<file path="src/hdl/nfsa_pkg.sv">
// ----------------------------------------------------------------------------
// Next-fit slot allocator package
// Shared constants, operation codes and the command and status bundles that
// join the controller to the datapath.
// ----------------------------------------------------------------------------
package nfsa_pkg;

    // Pool geometry. Slot indices are 10 bits wide, so the pool never exceeds
    // the slot space, whatever the maximum slot count.
    localparam int MAX_SLOTS  = 1024;
    localparam int SLOT_SPACE = 1024;
    localparam int SLOT_W     = 10;
    localparam int COUNT_W    = 11;
    localparam int EFF_MAX    = (MAX_SLOTS < SLOT_SPACE) ? MAX_SLOTS : SLOT_SPACE;

    // The in-use bits are held as words of this many slots each.
    localparam int WORD_W     = 32;
    localparam int OFF_W      = $clog2(WORD_W);
    localparam int NUM_WORDS  = (EFF_MAX + WORD_W - 1) / WORD_W;
    localparam int WADDR_W    = (NUM_WORDS > 1) ? $clog2(NUM_WORDS) : 1;

    // Operation codes of an input beat.
    localparam logic OP_ALLOC = 1'b0;
    localparam logic OP_FREE  = 1'b1;

    // Commands from the controller to the datapath.
    typedef struct packed {
        logic load;      // capture the input beat and arm the scan
        logic scan;      // issue word reads and examine returned words
        logic rd_free;   // read the word that holds the slot to free
        logic wr_alloc;  // write back the found word with its bit set
        logic wr_free;   // write back the slot's word with its bit cleared
        logic set_fail;  // record a failed request
        logic publish;   // move the pending result into the output register
    } nfsa_cmd_t;

    // Status from the datapath to the controller.
    typedef struct packed {
        logic op_free;        // captured beat is a free request
        logic full;           // in-use count has reached the slot count
        logic free_in_range;  // slot to free lies below the slot count
        logic hit;            // the examined word holds a free slot in range
        logic miss;           // the last word of the scan held no free slot
    } nfsa_status_t;

endpackage

</file>
<file path="src/hdl/nfsa_ram.sv">
// ----------------------------------------------------------------------------
// Generic single-port RAM
// One read or write address per cycle, registered read data.
// ----------------------------------------------------------------------------
module nfsa_ram #(
    parameter int WIDTH = 32,
    parameter int DEPTH = 32
) (
    input  logic                                     aclk,
    input  logic [(DEPTH > 1 ? $clog2(DEPTH) : 1)-1:0] addr,
    input  logic                                     we,
    input  logic [WIDTH-1:0]                         wdata,
    output logic [WIDTH-1:0]                         rdata
);

    logic [WIDTH-1:0] mem [DEPTH];

    // Write when enabled; the read data always follows the address in the next cycle.
    always_ff @(posedge aclk) begin
        if (we) begin
            mem[addr] <= wdata;
        end
        rdata <= mem[addr];
    end

endmodule

</file>
<file path="src/hdl/nfsa_datapath.sv">
// ----------------------------------------------------------------------------
// Next-fit slot allocator datapath
// Holds the in-use bit store, the search start, the in-use count and the slot
// count register, runs the word scan and builds the result beat.
// ----------------------------------------------------------------------------
module nfsa_datapath (
    input  logic                                 aclk,
    input  logic                                 aresetn,
    input  logic                                 cfg_wr_en,
    input  logic [nfsa_pkg::COUNT_W-1:0]         cfg_wr_data,
    input  logic                                 in_op,
    input  logic [nfsa_pkg::SLOT_W-1:0]          in_slot,
    input  nfsa_pkg::nfsa_cmd_t                  cmd,
    output nfsa_pkg::nfsa_status_t               status,
    output logic                                 out_ok,
    output logic [nfsa_pkg::SLOT_W-1:0]          out_granted_slot,
    output logic [nfsa_pkg::COUNT_W-1:0]         out_in_use
);

    localparam int COUNT_W = nfsa_pkg::COUNT_W;
    localparam int SLOT_W  = nfsa_pkg::SLOT_W;
    localparam int WORD_W  = nfsa_pkg::WORD_W;
    localparam int OFF_W   = nfsa_pkg::OFF_W;
    localparam int WADDR_W = nfsa_pkg::WADDR_W;

    // Configuration and request registers.
    logic [COUNT_W-1:0] slot_count_reg;
    logic               op_reg;
    logic [SLOT_W-1:0]  slot_reg;

    // Allocator state.
    logic [SLOT_W-1:0]  search_start_reg, search_start_next;
    logic [COUNT_W-1:0] used_count_reg, used_count_next;
    logic [nfsa_pkg::NUM_WORDS-1:0] row_valid_reg;

    // Scan issue pointer.
    logic [WADDR_W-1:0] iss_word_reg, iss_word_next;
    logic               iss_phase_reg, iss_phase_next;
    logic               iss_active_reg, iss_active_next;

    // Word examine stage.
    logic               chk_valid_reg;
    logic [WADDR_W-1:0] chk_word_reg;
    logic               chk_phase_reg;
    logic               chk_last_reg;
    logic               chk_row_valid_reg;

    // Found word and slot, pending and published results.
    logic [WORD_W-1:0]  hold_word_reg;
    logic [SLOT_W-1:0]  pick_slot_reg;
    logic               res_ok_reg, res_ok_next;
    logic [SLOT_W-1:0]  res_slot_reg, res_slot_next;
    logic               out_ok_reg;
    logic [SLOT_W-1:0]  out_slot_reg;
    logic [COUNT_W-1:0] out_in_use_reg;

    // Combinational signals.
    logic [COUNT_W-1:0] eff_n;
    logic [COUNT_W-1:0] start_ext;
    logic               start_in;
    logic               wrap_en;
    logic [COUNT_W-1:0] p0_last;
    logic [COUNT_W-1:0] p1_top;
    logic [COUNT_W-1:0] p1_last;
    logic [WADDR_W-1:0] p0_first_word;
    logic [OFF_W-1:0]   p0_first_off;
    logic [WADDR_W-1:0] p0_last_word;
    logic [OFF_W-1:0]   p0_last_off;
    logic [WADDR_W-1:0] p1_last_word;
    logic [OFF_W-1:0]   p1_last_off;
    logic [WADDR_W-1:0] iss_end_word;
    logic               iss_at_end;
    logic               iss_last;
    logic [WADDR_W-1:0] lo_word;
    logic [OFF_W-1:0]   lo_off;
    logic [WADDR_W-1:0] hi_word;
    logic [OFF_W-1:0]   hi_off;
    logic [WORD_W-1:0]  cur_word;
    logic [WORD_W-1:0]  scan_mask;
    logic [WORD_W-1:0]  free_bits;
    logic [WORD_W-1:0]  lowest_free;
    logic [OFF_W-1:0]   pick_off;
    logic               any_free;
    logic [WADDR_W-1:0] slot_word;
    logic [OFF_W-1:0]   slot_off;
    logic [WADDR_W-1:0] ram_addr;
    logic               ram_we;
    logic [WORD_W-1:0]  ram_wdata;
    logic [WORD_W-1:0]  ram_rdata;

    // Effective slot count: the register clamped to the range from 1 to the pool size.
    always_comb begin
        if (slot_count_reg == '0) begin
            eff_n = COUNT_W'(1);
        end else if (slot_count_reg > COUNT_W'(nfsa_pkg::EFF_MAX)) begin
            eff_n = COUNT_W'(nfsa_pkg::EFF_MAX);
        end else begin
            eff_n = slot_count_reg;
        end
    end

    // Bounds of the two scan parts: start to the last slot, then slot 0 up to the start.
    assign start_ext     = COUNT_W'(search_start_reg);
    assign start_in      = start_ext < eff_n;
    assign wrap_en       = search_start_reg != '0;
    assign p0_last       = eff_n - COUNT_W'(1);
    assign p1_top        = start_in ? start_ext : eff_n;
    assign p1_last       = p1_top - COUNT_W'(1);
    assign p0_first_word = WADDR_W'(search_start_reg >> OFF_W);
    assign p0_first_off  = search_start_reg[OFF_W-1:0];
    assign p0_last_word  = WADDR_W'(p0_last >> OFF_W);
    assign p0_last_off   = p0_last[OFF_W-1:0];
    assign p1_last_word  = WADDR_W'(p1_last >> OFF_W);
    assign p1_last_off   = p1_last[OFF_W-1:0];

    // Issue pointer: walks the words of the first part, then wraps once unless the start is slot 0.
    assign iss_end_word = iss_phase_reg ? p1_last_word : p0_last_word;
    assign iss_at_end   = iss_word_reg == iss_end_word;
    assign iss_last     = iss_at_end && (iss_phase_reg || !wrap_en);

    always_comb begin
        iss_word_next   = iss_word_reg;
        iss_phase_next  = iss_phase_reg;
        iss_active_next = iss_active_reg;
        if (cmd.load) begin
            iss_active_next = 1'b1;
            if (start_in) begin
                iss_phase_next = 1'b0;
                iss_word_next  = p0_first_word;
            end else begin
                iss_phase_next = 1'b1;
                iss_word_next  = '0;
            end
        end else if (cmd.scan && iss_active_reg) begin
            if (iss_last) begin
                iss_active_next = 1'b0;
            end else if (iss_at_end) begin
                iss_phase_next = 1'b1;
                iss_word_next  = '0;
            end else begin
                iss_word_next = iss_word_reg + WADDR_W'(1);
            end
        end
    end

    // A word whose row was never written reads as all free.
    assign cur_word = chk_row_valid_reg ? ram_rdata : '0;

    // Limits of the examined word within its scan part.
    assign lo_word = chk_phase_reg ? '0 : p0_first_word;
    assign lo_off  = chk_phase_reg ? '0 : p0_first_off;
    assign hi_word = chk_phase_reg ? p1_last_word : p0_last_word;
    assign hi_off  = chk_phase_reg ? p1_last_off : p0_last_off;

    always_comb begin
        for (int i = 0; i < WORD_W; i++) begin
            scan_mask[i] = ((chk_word_reg != lo_word) || (OFF_W'(i) >= lo_off)) &&
                           ((chk_word_reg != hi_word) || (OFF_W'(i) <= hi_off));
        end
    end

    // Lowest free slot of the word: isolate the lowest set bit, then encode it.
    assign free_bits   = ~cur_word & scan_mask;
    assign lowest_free = free_bits & (~free_bits + WORD_W'(1));
    assign any_free    = |free_bits;

    always_comb begin
        pick_off = '0;
        for (int i = 0; i < WORD_W; i++) begin
            if (lowest_free[i]) begin
                pick_off = pick_off | OFF_W'(i);
            end
        end
    end

    // Bit store port: scan reads, free read-modify-write and allocate write-back.
    assign slot_word = WADDR_W'(slot_reg >> OFF_W);
    assign slot_off  = slot_reg[OFF_W-1:0];
    assign ram_we    = cmd.wr_alloc || cmd.wr_free;

    always_comb begin
        if (cmd.rd_free || cmd.wr_free) begin
            ram_addr = slot_word;
        end else if (cmd.wr_alloc) begin
            ram_addr = WADDR_W'(pick_slot_reg >> OFF_W);
        end else begin
            ram_addr = iss_word_reg;
        end
    end

    always_comb begin
        if (cmd.wr_alloc) begin
            ram_wdata = hold_word_reg | (WORD_W'(1) << pick_slot_reg[OFF_W-1:0]);
        end else begin
            ram_wdata = cur_word & ~(WORD_W'(1) << slot_off);
        end
    end

    nfsa_ram #(
        .WIDTH (WORD_W),
        .DEPTH (nfsa_pkg::NUM_WORDS)
    ) u_bits (
        .aclk  (aclk),
        .addr  (ram_addr),
        .we    (ram_we),
        .wdata (ram_wdata),
        .rdata (ram_rdata)
    );

    // Next allocator state and pending result.
    always_comb begin
        search_start_next = search_start_reg;
        used_count_next   = used_count_reg;
        res_ok_next       = res_ok_reg;
        res_slot_next     = res_slot_reg;
        if (cmd.wr_alloc) begin
            search_start_next = pick_slot_reg;
            used_count_next   = used_count_reg + COUNT_W'(1);
            res_ok_next       = 1'b1;
            res_slot_next     = pick_slot_reg;
        end else if (cmd.wr_free) begin
            search_start_next = slot_reg;
            if (used_count_reg != '0) begin
                used_count_next = used_count_reg - COUNT_W'(1);
            end
            res_ok_next   = 1'b1;
            res_slot_next = '0;
        end else if (cmd.set_fail) begin
            res_ok_next   = 1'b0;
            res_slot_next = '0;
        end
    end

    // Control registers.
    always_ff @(posedge aclk) begin
        if (!aresetn) begin
            slot_count_reg   <= COUNT_W'(nfsa_pkg::SLOT_SPACE);
            search_start_reg <= '0;
            used_count_reg   <= '0;
            row_valid_reg    <= '0;
            iss_active_reg   <= 1'b0;
            chk_valid_reg    <= 1'b0;
        end else begin
            if (cfg_wr_en) begin
                slot_count_reg <= cfg_wr_data;
            end
            search_start_reg <= search_start_next;
            used_count_reg   <= used_count_next;
            if (ram_we) begin
                row_valid_reg[ram_addr] <= 1'b1;
            end
            iss_active_reg <= iss_active_next;
            chk_valid_reg  <= cmd.scan && iss_active_reg;
        end
    end

    // Payload registers.
    always_ff @(posedge aclk) begin
        if (cmd.load) begin
            op_reg   <= in_op;
            slot_reg <= in_slot;
        end
        iss_word_reg      <= iss_word_next;
        iss_phase_reg     <= iss_phase_next;
        chk_word_reg      <= iss_word_reg;
        chk_phase_reg     <= iss_phase_reg;
        chk_last_reg      <= iss_last;
        chk_row_valid_reg <= row_valid_reg[ram_addr];
        if (cmd.scan && chk_valid_reg && any_free) begin
            hold_word_reg <= cur_word;
            pick_slot_reg <= SLOT_W'({chk_word_reg, pick_off});
        end
        res_ok_reg   <= res_ok_next;
        res_slot_reg <= res_slot_next;
        if (cmd.publish) begin
            out_ok_reg     <= res_ok_reg;
            out_slot_reg   <= res_slot_reg;
            out_in_use_reg <= used_count_reg;
        end
    end

    // Status towards the controller.
    assign status.op_free       = op_reg == nfsa_pkg::OP_FREE;
    assign status.full          = used_count_reg >= eff_n;
    assign status.free_in_range = COUNT_W'(slot_reg) < eff_n;
    assign status.hit           = chk_valid_reg && any_free;
    assign status.miss          = chk_valid_reg && !any_free && chk_last_reg;

    assign out_ok           = out_ok_reg;
    assign out_granted_slot = out_slot_reg;
    assign out_in_use       = out_in_use_reg;

`ifndef NO_ASSERTIONS
    // The in-use count never exceeds the pool size.
    a_count_bound: assert property (@(posedge aclk) disable iff (!aresetn)
        used_count_reg <= COUNT_W'(nfsa_pkg::EFF_MAX))
        else $error("in-use count exceeds the pool size");

    // A successful allocation raises the count by exactly one.
    a_alloc_count: assert property (@(posedge aclk) disable iff (!aresetn)
        cmd.wr_alloc |=> used_count_reg == $past(used_count_reg) + COUNT_W'(1))
        else $error("allocation did not raise the in-use count by one");

    // A free moves the search start to the freed slot.
    a_free_start: assert property (@(posedge aclk) disable iff (!aresetn)
        cmd.wr_free |=> search_start_reg == $past(slot_reg))
        else $error("free did not move the search start");
`endif

endmodule

</file>
<file path="src/hdl/nfsa_controller.sv">
// ----------------------------------------------------------------------------
// Next-fit slot allocator controller
// Sequences one request at a time through decode, scan or read-modify-write,
// and hands the result to the output register.
// ----------------------------------------------------------------------------
module nfsa_controller (
    input  logic                   aclk,
    input  logic                   aresetn,
    input  logic                   s_valid,
    output logic                   s_ready,
    output logic                   m_valid,
    input  logic                   m_ready,
    input  nfsa_pkg::nfsa_status_t status,
    output nfsa_pkg::nfsa_cmd_t    cmd
);

    localparam logic [2:0] ST_IDLE     = 3'd0;
    localparam logic [2:0] ST_CHECK    = 3'd1;
    localparam logic [2:0] ST_SCAN     = 3'd2;
    localparam logic [2:0] ST_ALLOC_WR = 3'd3;
    localparam logic [2:0] ST_FREE_RD  = 3'd4;
    localparam logic [2:0] ST_FREE_WR  = 3'd5;
    localparam logic [2:0] ST_DONE     = 3'd6;

    logic [2:0] state_reg, state_next;
    logic       m_valid_reg, m_valid_next;
    logic       check_fail;

    // A request is refused at decode when the pool is full or the free is out of range.
    assign check_fail = status.op_free ? !status.free_in_range : status.full;

    // Commands decoded from the state.
    assign s_ready      = state_reg == ST_IDLE;
    assign cmd.load     = s_valid && s_ready;
    assign cmd.scan     = state_reg == ST_SCAN;
    assign cmd.rd_free  = state_reg == ST_FREE_RD;
    assign cmd.wr_free  = state_reg == ST_FREE_WR;
    assign cmd.wr_alloc = state_reg == ST_ALLOC_WR;
    assign cmd.set_fail = ((state_reg == ST_CHECK) && check_fail) ||
                          ((state_reg == ST_SCAN) && status.miss);
    assign cmd.publish  = (state_reg == ST_DONE) && (!m_valid_reg || m_ready);

    // Next state.
    always_comb begin
        state_next = state_reg;
        unique case (state_reg)
            ST_IDLE: begin
                if (cmd.load) begin
                    state_next = ST_CHECK;
                end
            end
            ST_CHECK: begin
                if (check_fail) begin
                    state_next = ST_DONE;
                end else if (status.op_free) begin
                    state_next = ST_FREE_RD;
                end else begin
                    state_next = ST_SCAN;
                end
            end
            ST_SCAN: begin
                if (status.hit) begin
                    state_next = ST_ALLOC_WR;
                end else if (status.miss) begin
                    state_next = ST_DONE;
                end
            end
            ST_ALLOC_WR: state_next = ST_DONE;
            ST_FREE_RD:  state_next = ST_FREE_WR;
            ST_FREE_WR:  state_next = ST_DONE;
            ST_DONE: begin
                if (cmd.publish) begin
                    state_next = ST_IDLE;
                end
            end
            default:     state_next = ST_IDLE;
        endcase
    end

    // Output beat valid: set on publish, cleared when taken.
    always_comb begin
        if (cmd.publish) begin
            m_valid_next = 1'b1;
        end else if (m_ready) begin
            m_valid_next = 1'b0;
        end else begin
            m_valid_next = m_valid_reg;
        end
    end

    always_ff @(posedge aclk) begin
        if (!aresetn) begin
            state_reg   <= ST_IDLE;
            m_valid_reg <= 1'b0;
        end else begin
            state_reg   <= state_next;
            m_valid_reg <= m_valid_next;
        end
    end

    assign m_valid = m_valid_reg;

`ifndef NO_ASSERTIONS
    // A found free slot is always written back in the next cycle.
    a_hit_writes: assert property (@(posedge aclk) disable iff (!aresetn)
        (state_reg == ST_SCAN && status.hit) |=> state_reg == ST_ALLOC_WR)
        else $error("found slot was not written back");

    // Every publish leaves a valid output beat behind it.
    a_publish_valid: assert property (@(posedge aclk) disable iff (!aresetn)
        cmd.publish |=> m_valid_reg && state_reg == ST_IDLE)
        else $error("published result not presented");
`endif

endmodule

</file>
<file path="src/hdl/next_fit_slot_allocator_top.sv">
// ----------------------------------------------------------------------------
// Next-fit slot allocator
// Top level: joins the request controller to the allocator datapath.
// ----------------------------------------------------------------------------
// Each request beat gives exactly one result beat, and requests are handled one
// at a time. The in-use bits sit in a single-port RAM of 32 words of 32 slots,
// so an allocate reads one word per cycle. It examines the words from the start
// slot's word up to the word of the last slot and, after a wrap, from word 0 up
// to the start word again: at most 33 words at 1024 slots. A free is a
// read-modify-write of one word; a refused request (pool full, slot out of
// range) goes from decode to its result. A result is held until the previous
// one leaves the output register. A new request is taken while the previous
// result still waits in the output register. Every slot is free after reset with
// no clearing pass: each RAM word has a valid flag that reset clears. The slot
// count register may be written only while the block is idle.
module next_fit_slot_allocator_top (
    input  logic                         aclk,
    input  logic                         aresetn,
    input  logic                         cfg_wr_en,
    input  logic [nfsa_pkg::COUNT_W-1:0] cfg_wr_data,
    input  logic                         s_valid,
    output logic                         s_ready,
    input  logic                         s_op,
    input  logic [nfsa_pkg::SLOT_W-1:0]  s_slot,
    output logic                         m_valid,
    input  logic                         m_ready,
    output logic                         m_ok,
    output logic [nfsa_pkg::SLOT_W-1:0]  m_granted_slot,
    output logic [nfsa_pkg::COUNT_W-1:0] m_in_use
);

    nfsa_pkg::nfsa_cmd_t    cmd;
    nfsa_pkg::nfsa_status_t status;

    // Request sequencing.
    nfsa_controller u_ctrl (
        .aclk    (aclk),
        .aresetn (aresetn),
        .s_valid (s_valid),
        .s_ready (s_ready),
        .m_valid (m_valid),
        .m_ready (m_ready),
        .status  (status),
        .cmd     (cmd)
    );

    // Bit store, scan and result datapath.
    nfsa_datapath u_dp (
        .aclk             (aclk),
        .aresetn          (aresetn),
        .cfg_wr_en        (cfg_wr_en),
        .cfg_wr_data      (cfg_wr_data),
        .in_op            (s_op),
        .in_slot          (s_slot),
        .cmd              (cmd),
        .status           (status),
        .out_ok           (m_ok),
        .out_granted_slot (m_granted_slot),
        .out_in_use       (m_in_use)
    );

endmodule

</file>
<file path="config.mk">
export PLATFORM = sky130hd
export DESIGN_NAME = next_fit_slot_allocator_top
export DESIGN_NICKNAME = d
export VERILOG_FILES = /design/src/hdl/nfsa_pkg.sv /design/src/hdl/nfsa_ram.sv /design/src/hdl/nfsa_datapath.sv /design/src/hdl/nfsa_controller.sv /design/src/hdl/next_fit_slot_allocator_top.sv
export SDC_FILE = /design/constraint.sdc
export NUM_CORES = 2
export LEC_CHECK = 0
export BUFFER_PORTS_ARGS = -buffer_cell sky130_fd_sc_hd__buf_4
export CORE_MARGIN = 4
export CORE_UTILIZATION = 29
export DETAILED_ROUTE_END_ITERATION = 6
export GPL_TIMING_DRIVEN = 0
export SYNTH_ARGS = -nofsm -noshare
export SYNTH_HDL_FRONTEND = slang
export SYNTH_SLANG_ARGS = --single-unit
</file>
<file path="constraint.sdc">
create_clock -name aclk -period 6.3 [get_ports aclk]
set_input_delay 1.89 -clock aclk [delete_from_list [all_inputs] [get_ports aclk]]
set_output_delay 1.89 -clock aclk [all_outputs]
set_load 0.02 [all_outputs]
</file>
==> impl.org <==
** Logic synthesis
- Synth Net Count :: 2968
- Post-synthesis cell area :: 50200 µm²
- After synthesis, the largest area contributor takes up 66.7% of total cell area.
- Ys async rst share :: 0%
- Averaged over all synthesized cells, the footprint is 17.3 µm².
- Most numerous cell in the Yosys netlist :: sky130_fd_sc_hd__edfxtp_1
- Leading post-synthesis cells by cell area :: sky130_fd_sc_hd__edfxtp_1 (67%), sky130_fd_sc_hd__mux4_2 (12%), sky130_fd_sc_hd__dfxtp_1 (4.4%)
- Count of flip-flops with a built-in enable after synthesis :: 1115
- The synthesized netlist contains 90 unique library cells.
- Area leader, netlist :: sky130_fd_sc_hd__edfxtp_1
- Syn Inst Count :: 2899
- Ys Warns :: 0
- Share of the yosys chip area belonging to registers :: 71.1%
- By count the netlist is led by sky130_fd_sc_hd__edfxtp_1 (1115), sky130_fd_sc_hd__mux4_2 (264), sky130_fd_sc_hd__nand2_1 (183).
- Synthesized flop and latch total :: 1226
- The most used flip-flop cell after synthesis is sky130_fd_sc_hd__edfxtp_1.

** Floorplan
- Measured along the x axis, the die boundary spans 424 µm.
- Initial core utilization :: 29.2%
- The floorplan step defined a die boundary enclosing 180000 µm².
- Pin placement for this block handled 51 I/O pins.
- Core Region :: 172000 µm²
- Die boundary height :: 424 µm
- Row generation in the floorplan step produced 152 rows.

** Placed design
- Placer congestion estimate :: 0.925
- The number of placed instances, taps included, is 5322.
- The placed instances occupy a cell area of 55100 µm².
- At the placement stage, the worst setup path has a slack of -0.883 ns.
- Once detailed placement completed, the half-perimeter wirelength came to 102 mm.
- Count of buffers from port buffering :: 49

** Power and ir drop
- Cell Pwr Density :: 357 nW/µm²
- Across the VDD grid, the largest voltage drop is 0.283 mV.
- In this run the static leakage power is 18.7 nW.
- Overall power :: 21.3 mW

** Drt
- After detailed routing, the average wire length per cell comes to 27.5 µm.
- In this run the remaining antenna-violating nets after routing total 0.
- DRC violations left :: 0
- Dividing the detail-routed via count by the number of cells gives 5.35.
- Routed via count :: 29800
- Violation count after the first detailed-routing iteration :: 4057
- Post-detailed-routing wire length :: 154 mm
- Detailed-router iteration count before antenna repair :: 6

** Timing
- On the final layout, the worst hold slack is 0.420 ns.
- Final worst path period need :: 6.02 ns
- Number of hold violations in the final report :: 0
- In the finished design, the share of the clock period the worst path needs comes to 95.6%.
- Timing would allow up to 166 MHz.
- Headroom to the max-slew limit came out at 3.37%.
- After routing, the total negative slack on setup checks comes to 0 ns.
- Worst Setup Slack, final :: 0.275 ns
- Transition at the pin with the smallest max-transition slack :: 1.45 ns
- Layout Skew :: 0.0468 ns
- Total of endpoints with negative setup slack in the final report :: 0
- The number of max-slew violations in the final report came to 0.

** Critical path
- The worst setup path is launched from a register.
- Following the worst setup path forward leads to its endpoint at u_dp.pick_slot_reg[1].
- Required time reported for the critical path endpoint :: 6.78 ns
- The number of cells on the worst reg-to-reg path is 28.
- Among the stages of the critical path, the cell type that occurs most often is sky130_fd_sc_hd__clkbuf_4.
- Path type of the worst setup path :: reg2reg
- The worst register-to-register path has a setup slack of 0.28 ns.
- Reg2reg end :: u_dp.pick_slot_reg[1]
- Worst r2r src :: u_dp.slot_count_reg[10]
- Max stage delay on crit path :: 0.34 ns
- At the worst endpoint, the arrival time is 6.51 ns.
- The worst setup path is captured at a register.
- Largest fanout of any net on the critical path :: 20
- First element of the critical path :: u_dp.slot_count_reg[10]
- Slowest cell on crit path :: sky130_fd_sc_hd__ha_1

** Cells and area
- Number of nets in the finished design :: 3229
- Cells with a size suffix above 1 make up 22.1% of the layout.
- Counting the fill cells in the layout gives 16200.
- Max FFs per register :: 1024
- Largest Register :: u_dp.u_bits.mem
- After routing the design area is 59500 µm².
- The count of cells in the finished layout, fillers not included, comes to 5576.
- For this run, the share of the core covered by cells in the final layout is 34.6%.
- The area growth from synthesis to layout is 18.7%.

** CTS
- Clock tree synthesis inserted a total of 131 buffers.
- The clock drives 1226 sinks.
- In this run the number of H-tree levels came out at 4.
- For the worst-skew pair, the clock arrives at the later sink with an insertion delay of 0.75 ns.
- Clk Tree Root Cell :: sky130_fd_sc_hd__clkbuf_16
- Hold repair after CTS inserted 0 buffers.
- Clock slew at reported path FFs :: 0.06 ns
- TritonCTS clock tree :: built
- The clock passes through at most 3 buffers.

** GRT
- Number of global-route vias before repair :: 29200
- The initial antenna violation count came to 4.
- For this run the aggregate overflow at the end of global routing stands at 0.
- GRT Util Overall :: 16.7%
- Global-route wire length before repair :: 218 mm
- Entering global routing, the biggest net connects 33 pins.

** Hold path
- In this run the worst hold path is classified as reg2reg.

** Outcome
- The flow ran to the end, and the final reports show no timing, DRC or antenna violations.

** Flow run
- Max-Cap Viols :: 0
==> layout by cell type (no fill, tap or decap), drive strengths merged, types with 7 or more instances in the layout <==
master / synthesis / final
nor4: 15 / 15
nand2b: 19 / 19
a221o: 17 / 17
a21o: 16 / 16
inv: 34 / 41
buf: 59 / 183
or3: 8 / 8
nand2: 183 / 183
clkbuf: 102 / 282
a21oi: 120 / 120
nor3: 32 / 32
xnor2: 22 / 22
nor2: 130 / 131
and2: 55 / 55
a22oi: 83 / 83
o31ai: 12 / 12
nand4: 29 / 29
or2: 8 / 8
dfxtp: 111 / 111
xor2: 15 / 15
o22ai: 8 / 8
ha: 41 / 41
a31oi: 18 / 18
nor2b: 23 / 23
o21ai: 80 / 80
clkinv: 0 / 47
o211ai: 28 / 28
a211oi: 8 / 8
nand3: 33 / 33
edfxtp: 1115 / 1115
a21boi: 7 / 7
o21bai: 14 / 14
mux2i: 31 / 31
or4: 13 / 13
o21a: 55 / 55
mux4: 264 / 264
==> how the worst min path moves through the flow <==
stage / depth (start not counted) / start / endpoint
5_1_grt: 0 / u_dp.res_slot_reg[4] / u_dp.out_granted_slot[4]
3_5_place_dp: 0 / u_dp.res_slot_reg[3] / u_dp.out_granted_slot[3]
2_1_floorplan: 0 / u_dp.res_slot_reg[0] / u_dp.out_granted_slot[0]
6_report: 0 / u_dp.res_slot_reg[4] / u_dp.out_granted_slot[4]
4_1_cts: 0 / u_dp.res_slot_reg[4] / u_dp.out_granted_slot[4]
3_3_place_gp: 0 / u_dp.res_slot_reg[7] / u_dp.out_granted_slot[7]
==> final cells by class <==
type / count / area, µm² / share of cell area, %
Sequential cell: 1226 / 35700 / 60.0
Clock buffer: 177 / 3580 / 6.02
Inverter: 34 / 128 / 0.214
Antenna cell: 1 / 2.50 / 0.00420
Tap cell: 2310 / 2890 / 4.85
Clock inverter: 61 / 602 / 1.01
Buffer: 161 / 673 / 1.13
Timing Repair Buffer: 127 / 1840 / 3.10
Multi-Input combinational cell: 1479 / 14100 / 23.7
==> where the power goes <==
part / leakage, nW / internal (mW) / total (mW) / switching [mW]
logic: 5.89 / 1.67 / 4.46 / 2.79
clock network: 2.03 / 4.28 / 7.51 / 3.23
registers: 10.8 / 9.14 / 9.30 / 0.163
==> kinds of logic after synthesis <==
| group | after synthesis | synth area share [%] |
|---|---|---|
| buffers and inverters | 195 | 1.57 |
| xor gates and xnor gates | 37 | 0.691 |
| and+or+nand+nor | 573 | 5.76 |
| DFF | 1226 | 71.1 |
| adders and majority gates | 42 | 1.06 |
| muxes | 301 | 12.6 |
| AOI/OAI and AO/OA | 525 | 7.17 |
==> metal layers <==
metal,track usage [%],part of all wire (%),up-vias
met5,0,0.0085,-
li1,-,-,12300
met4,5.95,3.6,2
met2,26.7,47,1641
met3,3.59,9.4,316
met1,22.6,40,15600
==> what timing repair did <==
action,in CTS,in global routing
buffers inserted,9,5
endpoints found under the setup margin,246,60
pin swaps,3,4
gates resized for setup,16,18
gates cloned,1,0
==> critical path, delay by kind of cell, from the launching register on <==
family	cells	cell delay (ns)
and+or+nand+nor	11	1.97
buffers and inverters	8	1.40
AOI/OAI and AO/OA	6	1.34
adders and majority gates	2	0.50
DFF	1	0.30
xor gates and xnor gates	1	0.25
Note: power is estimated with default switching activity, not from simulation.
